[src/sv/rpm_pkg.sv]
`timescale 1ns / 1ps
// shared types and constants of the prim maze generator
// no dependencies
package rpm_pkg;

  localparam int MAX_SIDE       = 32;
  localparam int SIDE_W         = 5;
  localparam int DIM_W          = 6;
  localparam int FRONTIER_DEPTH = 4096;
  localparam int FADDR_W        = 12;
  localparam int CNT_W          = 13;
  localparam int RAND_W         = 32;

  typedef enum logic [1:0] {
    KIND_CARVED   = 2'd0,
    KIND_WALL     = 2'd1,
    KIND_FINISHED = 2'd2,
    KIND_STARTED  = 2'd3
  } kind_t;

  typedef enum logic [1:0] {
    DIR_DOWN  = 2'd0,
    DIR_RIGHT = 2'd1,
    DIR_UP    = 2'd2,
    DIR_LEFT  = 2'd3
  } dir_t;

  typedef enum logic [0:0] {
    OP_START = 1'b0,
    OP_STEP  = 1'b1
  } op_t;

  typedef enum logic [0:0] {
    REG_HEIGHT = 1'b0,
    REG_WIDTH  = 1'b1
  } reg_idx_t;

  typedef enum logic [3:0] {
    ST_IDLE,
    ST_SEED0,
    ST_SEED1,
    ST_MOD,
    ST_EGET,
    ST_SHRD,
    ST_SHWR,
    ST_MAPRD,
    ST_MAPCHK,
    ST_NBSEL,
    ST_NBCK,
    ST_FIN
  } state_t;

  typedef struct packed {
    logic [SIDE_W-1:0] fr;
    logic [SIDE_W-1:0] fc;
    logic [SIDE_W-1:0] tr;
    logic [SIDE_W-1:0] tc;
  } entry_t;

endpackage

[src/sv/rpm_mod.sv]
`timescale 1ns / 1ps
// restoring remainder unit: 32-bit word mod frontier count, one bit per cycle
// depends on rpm_pkg
module rpm_mod (
  input  logic                      clk,
  input  logic                      rst_n,
  input  logic                      start,
  input  logic [rpm_pkg::RAND_W-1:0] num,
  input  logic [rpm_pkg::CNT_W-1:0]  den,
  output logic                      done,
  output logic [rpm_pkg::CNT_W-1:0]  rem
);

  logic [rpm_pkg::RAND_W-1:0] num_r, num_nxt;
  logic [rpm_pkg::CNT_W-1:0]  rem_r, rem_nxt;
  logic [rpm_pkg::CNT_W-1:0]  den_r, den_nxt;
  logic [4:0]                 bit_r, bit_nxt;
  logic                       busy_r, busy_nxt;
  logic                       done_r, done_nxt;
  logic [rpm_pkg::CNT_W:0]    trial;
  logic [rpm_pkg::CNT_W:0]    diff;

  always_comb begin
    num_nxt  = num_r;
    rem_nxt  = rem_r;
    den_nxt  = den_r;
    bit_nxt  = bit_r;
    busy_nxt = busy_r;
    done_nxt = 1'b0;
    trial    = {rem_r, num_r[rpm_pkg::RAND_W-1]};
    diff     = trial - {1'b0, den_r};
    if (start) begin
      num_nxt  = num;
      den_nxt  = den;
      rem_nxt  = '0;
      bit_nxt  = '0;
      busy_nxt = 1'b1;
    end else if (busy_r) begin
      num_nxt = {num_r[rpm_pkg::RAND_W-2:0], 1'b0};
      if (trial >= {1'b0, den_r}) begin
        rem_nxt = diff[rpm_pkg::CNT_W-1:0];
      end else begin
        rem_nxt = trial[rpm_pkg::CNT_W-1:0];
      end
      bit_nxt = bit_r + 5'd1;
      if (bit_r == 5'd31) begin
        busy_nxt = 1'b0;
        done_nxt = 1'b1;
      end
    end
  end

  always_ff @(posedge clk) begin
    if (!rst_n) begin
      busy_r <= 1'b0;
      done_r <= 1'b0;
      bit_r  <= '0;
    end else begin
      busy_r <= busy_nxt;
      done_r <= done_nxt;
      bit_r  <= bit_nxt;
    end
    num_r <= num_nxt;
    rem_r <= rem_nxt;
    den_r <= den_nxt;
  end

  assign done = done_r;
  assign rem  = rem_r;

endmodule

[config.mk]
export PLATFORM = sky130hd
export DESIGN_NAME = rpm_mod
export DESIGN_NICKNAME = d
export VERILOG_FILES = /design/src/sv/rpm_pkg.sv /design/src/sv/rpm_mod.sv
export SDC_FILE = /design/constraint.sdc
export NUM_CORES = 1
export LEC_CHECK = 0
export BUFFER_PORTS_ARGS = -buffer_cell sky130_fd_sc_hd__buf_2
export CAP_MARGIN = 30
export CORE_MARGIN = 2
export CORE_UTILIZATION = 60
export DETAILED_ROUTE_END_ITERATION = 10
export GPL_ROUTABILITY_DRIVEN = 1
export PLACE_DENSITY = 0.85
export SLEW_MARGIN = 10
export SYNTH_ARGS = -nofsm -noshare
export SYNTH_HDL_FRONTEND = slang
export SYNTH_SLANG_ARGS = --single-unit
[constraint.sdc]
create_clock -name clk -period 6.5 [get_ports clk]
set_input_delay 0.325 -clock clk [delete_from_list [all_inputs] [get_ports clk]]
set_output_delay 0.325 -clock clk [all_outputs]
set_load 0.1 [all_outputs]
Yosys cells after proc, flatten, opt, wreduce, memory -nomap -nowiden
Index checks and enable logic that the tools add are counted.
{"block": "word_totals", "latchBits": 0, "elab_cells": 22, "ff_bits": 65, "inputBits": 48, "mem_bits_ro": 0, "out_inout_bits": 14, "ramBits": 0, "mem_count": 0}
{"block": "op_classes", "mux": 7, "shifts": 0, "n_addsub": 2, "n_eq_ne": 1, "n_lt_le_gt_ge": 1, "n_mul": 0, "reduce_logical": 3, "n_div": 0, "n_bitwise": 2}
{"op": "32-bit 2-to-1 mux", "n": 2}
{"op": "14-bit by 13-bit greater-or-equal comparator with 1-bit output", "n": 1}
{"op": "13-bit 2-to-1 mux", "n": 1}
{"op": "13-bit subtractor", "n": 1}
{"op": "5-bit by 1-bit adder with 5-bit output, second input constant", "n": 1}
{"op": "5-bit equality test, second input constant", "n": 1}
{"op": "1-bit 2-to-1 mux", "n": 4}
{"op": "3-bit OR reduction", "n": 1}
{"op": "1-bit NOT", "n": 2}
{"op": "2-bit nonzero test", "n": 1}
{"op": "2-bit OR reduction", "n": 1}

Longest topological paths before layout
Gate-level depths: netlist of the first run.
{"block": "logic_depth", "ltp_word": 4, "mapped_depth": 10, "depth_no_buf": 9}

Worst setup path after synthesis of the first run
No wires, ideal clock.
{"block": "synth_timing", "path_type": "register -> register", "from": "register rem_r, in the netlist rem[0]", "to": "register rem_r, in the netlist rem[10]", "stages_incl_launch_ff": 10, "path_slack_ns": 3.426, "n_path_buf": 1, "required_ns": 6.412, "arrival_time_ns": 2.986, "synth_period_minus_slack_ns": 3.074, "setup_ns": 0.088, "path_cell_list": "dfxtp_1 -> inv_1 -> fa_1 -> and2b_1 -> o211ai_1 -> a211oi_2 -> o2111a_2 -> buf_6 -> o211ai_2 -> a311oi_2"}
{"block": "synth_via", "elab_chain_len": 2, "elab_cells_between_ends": 3, "cone_classes": "1 x add/sub; 1 x order compare; 1 x mux"}
{"item": "start: declaration", "line": "rpm_mod.sv:15", "text": "logic [rpm_pkg::CNT_W-1:0] rem_r, rem_nxt;"}
{"item": "start signal: assignment", "line": "rpm_mod.sv:64", "text": "rem_r <= rem_nxt;"}
{"item": "13-bit subtractor / 14-bit by 13-bit greater-or-equal comparator with 1-bit output (equally long branches)", "line": "rpm_mod.sv:31, rpm_mod.sv:40"}
{"item": "13-bit 2-to-1 mux *", "line": "rpm_mod.sv:40", "text": "if (trial >= {1'b0, den_r}) begin"}
Mark *: on every way between the ends. The rest lies on a longest branch, timed or not.
A chain may end at the register's enable or synchronous reset.

Worst setup path in the final report of the first run
{"block": "layout_timing", "from": "register num_r[31] (netlist name)", "to": "register rem_r, in the netlist rem[1]"}
{"block": "layout_via", "elab_chain_len": 2, "elab_cells_between_ends": 3, "cone_classes": "1 x add/sub; 1 x order compare; 1 x mux"}
{"item": "start: declaration", "line": "rpm_mod.sv:14", "text": "logic [rpm_pkg::RAND_W-1:0] num_r, num_nxt;"}
{"item": "start signal: assignment", "line": "rpm_mod.sv:63", "text": "num_r <= num_nxt;"}
{"item": "13-bit subtractor / 14-bit by 13-bit greater-or-equal comparator with 1-bit output (equally long branches)", "line": "rpm_mod.sv:31, rpm_mod.sv:40"}
{"item": "13-bit 2-to-1 mux *", "line": "rpm_mod.sv:40"}
Marks and branches as above.

==> results of run 1 <==
==> cell type report <==
class / instances / area [sq um] / share of cell area (%)
clock buffers: 12 / 135 / 3.43
clock inverters: 4 / 43.8 / 1.11
inverters: 19 / 71.3 / 1.81
multi-input cells: 188 / 1500 / 38.2
flip-flops and latches: 65 / 1750 / 44.5
well taps: 72 / 90.1 / 2.29
repair buffers: 65 / 343 / 8.71
==> registers in the layout, summed over array words and instances (netlist names) <==
signal / cells
num_r: 32
busy_r: 1
done: 1
bit_r: 5
rem: 13
den_r: 13
==> per-stage QoR <==
step,cells,setup slack (ns),utilization (%)
final,425,3.66,71.9
after detailed placement,409,3.68,68.7
after global placement,408,3.76,68.4
after CTS,425,3.66,71.9
after floorplan,287,3.43,-
after global routing,425,3.39,71.9
==> synthesized netlist by cell type, drive strengths merged (2+ instances only) <==
cell type	count
and3	4
o31ai	2
nand2	10
o2111a	2
nor2	24
a211oi	4
inv	19
and4	2
nor3	3
edfxtp	45
clkbuf	6
mux2	31
a311o	2
nand4	3
nor4	3
a21o	4
ha	15
o21a	2
xor2	4
a311oi	9
or3	2
a41o	2
mux2i	5
o211ai	3
nand2b	2
dfxtp	20
buf	9
a2111oi	2
xnor2	7
nand3	12
o22ai	2
a31oi	3
o21ai	9
a21oi	6
==> kinds of logic after synthesis <==
logic type / after synthesis / share of synthesized area [%]
fa+ha+maj: 16 / 6.11
flops: 65 / 51.6
mux: 36 / 11.7
compound gates: 58 / 14.0
buf+inv: 34 / 4.20
simple gates: 67 / 9.54
xor+xnor: 11 / 2.84
==> layer usage <==
layer  GRT usage (%)  vias to the layer above  part of all wire, %
li1                -                     1216                    -
met1            29.3                     1159                   45
met2            36.3                       74                   48
met3            6.36                        8                  6.2
met4            9.14                        0                  1.1
met5               0                        -                    0
==> power groups by stage <==
| stage | registers [mW] | clock network, mW | logic [mW] |
|---|---|---|---|
| after floorplan | 0.566 | 0 | 0.161 |
| after global placement | 0.514 | 0 | 0.265 |
| after detailed placement | 0.514 | 0 | 0.274 |
| after CTS | 0.505 | 0.324 | 0.276 |
| after global routing | 0.509 | 0.342 | 0.302 |
| final | 0.505 | 0.320 | 0.277 |
==> path summary, 6_finish.rpt <==
| check | startpoint | end | cells past startpoint |
|---|---|---|---|
| setup reg to reg | num_r[31] | rem[1] | 9 |
| hold / removal | den[10] | den_r[10] | 1 |
| hold reg to reg | rem[5] | rem[5] | 2 |
| setup / recovery | num_r[31] | rem[1] | 9 |
==> impl_metrics.py, run 1 <==
metrics = {
    "critical_path": {
        "regToRegSetupSlack_ns": 3.66,
        "path_class": "reg2reg",
        "critPathTopFamily": "compound AO/OA/AOI/OAI gates",
        "cp_num_buf_inv": 1,
        "path_cells": "inv_1, ha_1, fa_1, and2b_1, o211ai_1, a211oi_2, o2111ai_2, a2111oi_1, a311o_1",
        "cp.arrival_ns": 3.12,
        "crit_path_end_kind": "flop",
        "crit_slowest_cell": "a2111oi_1",
        "critPathMaxFanout": 13,
        "required_ns": 6.78,
        "slowest_delay_ns": 0.52,
        "worstSetupStartpointType": "flop",
    },
    "clock_network": {
        "htreeDepth": 3,
        "clockBufferDepth": 2,
        "numCtsBuffers": 9,
        "post_cts_buffers": 0,
        "cts-root-buf": "clkbuf_8",
        "post_cts_resized": 0,
        "cts_tree": "done",
        "clk_pin_slew_ns": 0.07,
        "clock_sinks": 65,
        "cts_hold_buf": 0,
        "clock_latency_ns": 0.34,
    },
    "global_routing": {
        "first_global_vias": 2463,
        "overflow": 0,
        "track_usage_pct": 22.7,
        "grt_pass1_wl_mm": 11.1,
        "antenna_found_initial": 0,
        "grt_max_degree": 46,
    },
    "synthesis": {
        "synth_seq_cells": 65,
        "syn_nets": 351,
        "yosysWarnings": 0,
        "ys.flop_type": "edfxtp_1",
        "synth_edf_count": 45,
        "synth.avg_cell_area_sq_um": 11.8,
        "synth_area_sq_um": 3400,
        "synth_top_area_share_pct": 39.8,
        "async_reset_ff_share_pct": 0,
        "synth_cell_types": 53,
        "synth_top_cells_by_area": "edfxtp_1, dfxtp_1, mux2_2, ha_1, nor2_1",
        "yosysTopAreaCell": "edfxtp_1",
        "syn_inst": 287,
        "yosysSeqAreaShare_pct": 51.6,
    },
    "power": {
        "p_sw_share_pct": 30.9,
        "p_per_area_nw_per_um2": 280,
        "power_switching_uw": 341,
        "cellInternalPower_uw": 761,
        "p_leak_nw": 1.68,
        "clkPwrFrac_pct": 29.0,
        "peakVddDrop_mv": 0.216,
        "combPwrFrac_pct": 25.2,
        "power_frac_seq_pct": 45.8,
        "power_mw": 1.10,
    },
    "placed_design": {
        "place.gp.congestion": 0.857,
        "postPlaceCellArea_sq_um": 3760,
        "hpwl_mm": 4.55,
        "port-buffer-count": 61,
    },
    "timing": {
        "maxSlewHeadroom_pct": 56.7,
        "finalSetupViolCount": 0,
        "timing.hold.ws_ns": 0.163,
        "layout_min_cycle_time_ns": 2.84,
        "period_share_pct": 43.7,
        "tns_ns": 0,
        "tightest_slew_ns": 0.650,
        "clock.fmax_mhz": 352,
        "finalHoldViolations": 0,
        "fin_skew_ns": 0.00512,
        "rsz0062_at_grt": "false",
        "slew_viol_final": 0,
    },
    "layout": {
        "final_cell_area_sq_um": 3940,
        "layout_common_cells": "buf_2, edfxtp_1, mux2_2",
        "final_common_cell": "buf_2",
        "antenna_cells": 0,
        "num-fill-cells": 415,
        "syn_to_final_growth_pct": 15.9,
        "final_layout_size_suffix_gt1_share_pct": 33.4,
        "nets": 412,
    },
    "detailed_routing": {
        "ant_nets": 0,
        "routed_via_density": 5.78,
        "firstDrtPassIters": 4,
        "routed_wl_mm": 6.59,
        "drt-initial-drc-count": 153,
        "routed-via-count": 2457,
        "drc": 0,
        "wl_per_cell_microns": 15.5,
    },
    "floorplan": {
        "num_rows": 27,
        "dieArea_sq_um": 6280,
        "start_util_pct": 62.1,
        "core-area_sq_um": 5470,
        "die_w_microns": 79.2,
        "io_pins": 62,
        "die_h_microns": 79.2,
    },
    "flow_run": {
        "max-cap-violations": 0,
    },
    "min_path": {
        "hold_path.class": "in2reg",
    },
    "outcome": {
        "status": "completed",
    },
}
(Power assumes the default switching activity.)
==> run 2: changes to the inputs <==
--- a/config.mk
+++ b/config.mk
@@ -8,10 +8,10 @@
 export BUFFER_PORTS_ARGS = -buffer_cell sky130_fd_sc_hd__buf_2
 export CAP_MARGIN = 30
 export CORE_MARGIN = 2
-export CORE_UTILIZATION = 60
+export CORE_UTILIZATION = 50
 export DETAILED_ROUTE_END_ITERATION = 10
 export GPL_ROUTABILITY_DRIVEN = 1
-export PLACE_DENSITY = 0.85
+export PLACE_DENSITY = 0.76
 export SLEW_MARGIN = 10
 export SYNTH_ARGS = -nofsm -noshare
 export SYNTH_HDL_FRONTEND = slang
==> constraint.sdc (replaced) <==
create_clock -name clk -period 2.29 [get_ports clk]
set_input_delay 0.1145 -clock clk [delete_from_list [all_inputs] [get_ports clk]]
set_output_delay 0.1145 -clock clk [all_outputs]
set_load 0.1 [all_outputs]
==> run 2 against run 1 <==
Against the previous run: the flow now finishes with violations (setup timing); clock skew grew 0.0058 ns; clock-buffer cell count shrank 3; cell area grew 14%; largest cell class unchanged; combinational power grew to 3.4 times the previous value; first-iteration DRC count shrank 20%; global-route usage shrank 2.4 points; setup slack lost 3.8 ns; critical endpoint unchanged; maximum frequency grew 17%; highest routed layer unchanged; clock power grew to 3.2 times the previous value.
==> impl_metrics.py, run 2 (synthesis gave the netlist of run 1 again) <==
metrics = {
    "global_routing": {
        "antenna_found_initial": 0,
        "grt_max_degree": 62,
        "overflow": 0,
        "first_global_vias": 2503,
        "track_usage_pct": 20.3,
        "grt_pass1_wl_mm": 11.7,
    },
    "layout": {
        "num-fill-cells": 525,
        "final_layout_size_suffix_gt1_share_pct": 46.0,
        "final_core_util_pct": 67.0,
        "antenna_cells": 0,
        "largest_reg_flops": 32,
        "regMostFlops": "num_r",
        "syn_to_final_growth_pct": 31.8,
        "final_cells": 467,
        "layout_common_cells": "buf_2, edfxtp_1, mux2_2",
        "final_common_cell": "buf_2",
        "nets": 446,
    },
    "critical_path": {
        "path_class": "reg2reg",
        "worstSetupStartpointType": "flop",
        "cp.arrival_ns": 2.71,
        "critPathMaxFanout": 4,
        "required_ns": 2.58,
        "crit_path_end_kind": "flop",
    },
    "timing": {
        "slew_viol_final": 0,
        "period_share_pct": 106,
        "layout_setup_ws_ns": -0.127,
        "clock.fmax_mhz": 414,
        "tightest_slew_ns": 0.573,
        "fin_skew_ns": 0.0109,
        "finalSetupViolCount": 13,
        "rsz0062_at_grt": "true",
        "tns_ns": -1.02,
        "maxSlewHeadroom_pct": 61.4,
        "timing.hold.ws_ns": 0.0472,
        "finalHoldViolations": 0,
        "layout_min_cycle_time_ns": 2.42,
    },
    "clock_network": {
        "clock_latency_ns": 0.35,
        "htreeDepth": 3,
        "numCtsBuffers": 9,
        "clockBufferDepth": 2,
        "clock_sinks": 65,
        "cts_tree": "done",
        "clk_pin_slew_ns": 0.08,
        "cts-root-buf": "clkbuf_8",
    },
    "floorplan": {
        "dieArea_sq_um": 7470,
        "die_h_microns": 86.4,
        "start_util_pct": 50.8,
        "die_w_microns": 86.4,
        "core-area_sq_um": 6680,
        "io_pins": 62,
        "num_rows": 30,
    },
    "detailed_routing": {
        "drt-initial-drc-count": 122,
        "routed_wl_mm": 7.36,
        "drc": 0,
        "firstDrtPassIters": 4,
        "ant_nets": 0,
        "wl_per_cell_microns": 15.8,
        "routed_via_density": 5.56,
        "routed-via-count": 2597,
    },
    "placed_design": {
        "place_ws_ns": -0.200,
        "place.gp.congestion": 0.835,
        "hpwl_mm": 4.85,
        "dp.cells": 436,
        "port-buffer-count": 61,
    },
    "power": {
        "p_per_area_nw_per_um2": 755,
        "peakVddDrop_mv": 0.539,
        "p_leak_nw": 1.88,
    },
    "outcome": {
        "violations": "setup timing",
        "status": "finished with violations",
    },
    "min_path": {
        "hold_path.class": "in2reg",
    },
    "flow_run": {
        "max-cap-violations": 0,
    },
}
==> run 2: per-layer routing <==
| layer | vias to the layer above | global-route usage (%) | routed length [microns] |
|---|---|---|---|
| met5 | - | 0 | 0 |
| met2 | 75 | 33.1 | 3550 |
| met4 | 0 | 8.95 | 129 |
| li1 | 1275 | - | - |
| met3 | 11 | 4.38 | 370 |
| met1 | 1236 | 26.2 | 3310 |
==> run 2: layout make-up <==
class | count | area, sq um | share of cell area [%]
Sequential cell | 65 | 1790 | 40.0
Multi-Input combinational cell | 188 | 1660 | 37.0
Timing Repair Buffer | 99 | 653 | 14.6
Clock buffer | 9 | 124 | 2.77
Tap cell | 80 | 100 | 2.24
Clock inverter | 7 | 80.1 | 1.79
Inverter | 19 | 71.3 | 1.59
==> run 2: metrics by stage <==
stage | power [mW] | cell area (sq um)
floorplan | 2.08 | 3470
global placement | 2.29 | 3990
detailed placement | 2.31 | 3990
CTS | 3.37 | 4420
global route | 3.53 | 4480
finish | 3.38 | 4480
==> run 2: final timing paths <==
| kind | start | endpoint | slack (ns) | cells past startpoint |
|---|---|---|---|---|
| worst min register to register | bit_r[4] | bit_r[4] | 0.51 | 2 |
| worst min-delay path | num[0] | num_r[0] | 0.05 | 2 |
| worst max-delay path | den_r[0] | rem[1] | -0.13 | 9 |
| worst max register to register | den_r[0] | rem[1] | -0.13 | 9 |
==> run 2: what timing repair did <==
action                                  CTS  global route
hold endpoints to repair                 14             0
pin swaps                                25             7
endpoints found under the setup margin   13            13
setup buffers                             2             0
resized for setup                        17            10
hold buffers                             14             0
==> run 2: report_power, final <==
| group | switching, mW | internal, mW | total [mW] |
|---|---|---|---|
| Sequential | 0.0522 | 1.38 | 1.43 |
| Clock | 0.498 | 0.513 | 1.01 |
| Combinational | 0.566 | 0.372 | 0.938 |
| Total | 1.12 | 2.27 | 3.38 |
==> run 2: critical path: stages, from the launching register on <==
cell and delay (ns):
edfxtp_1 0.37, ha_2 0.21, fa_2 0.34, and2b_1 0.22
o211ai_1 0.10, a211oi_2 0.29, buf_4 0.18, o2111ai_4 0.16
a2111oi_4 0.33, a311o_1 0.16
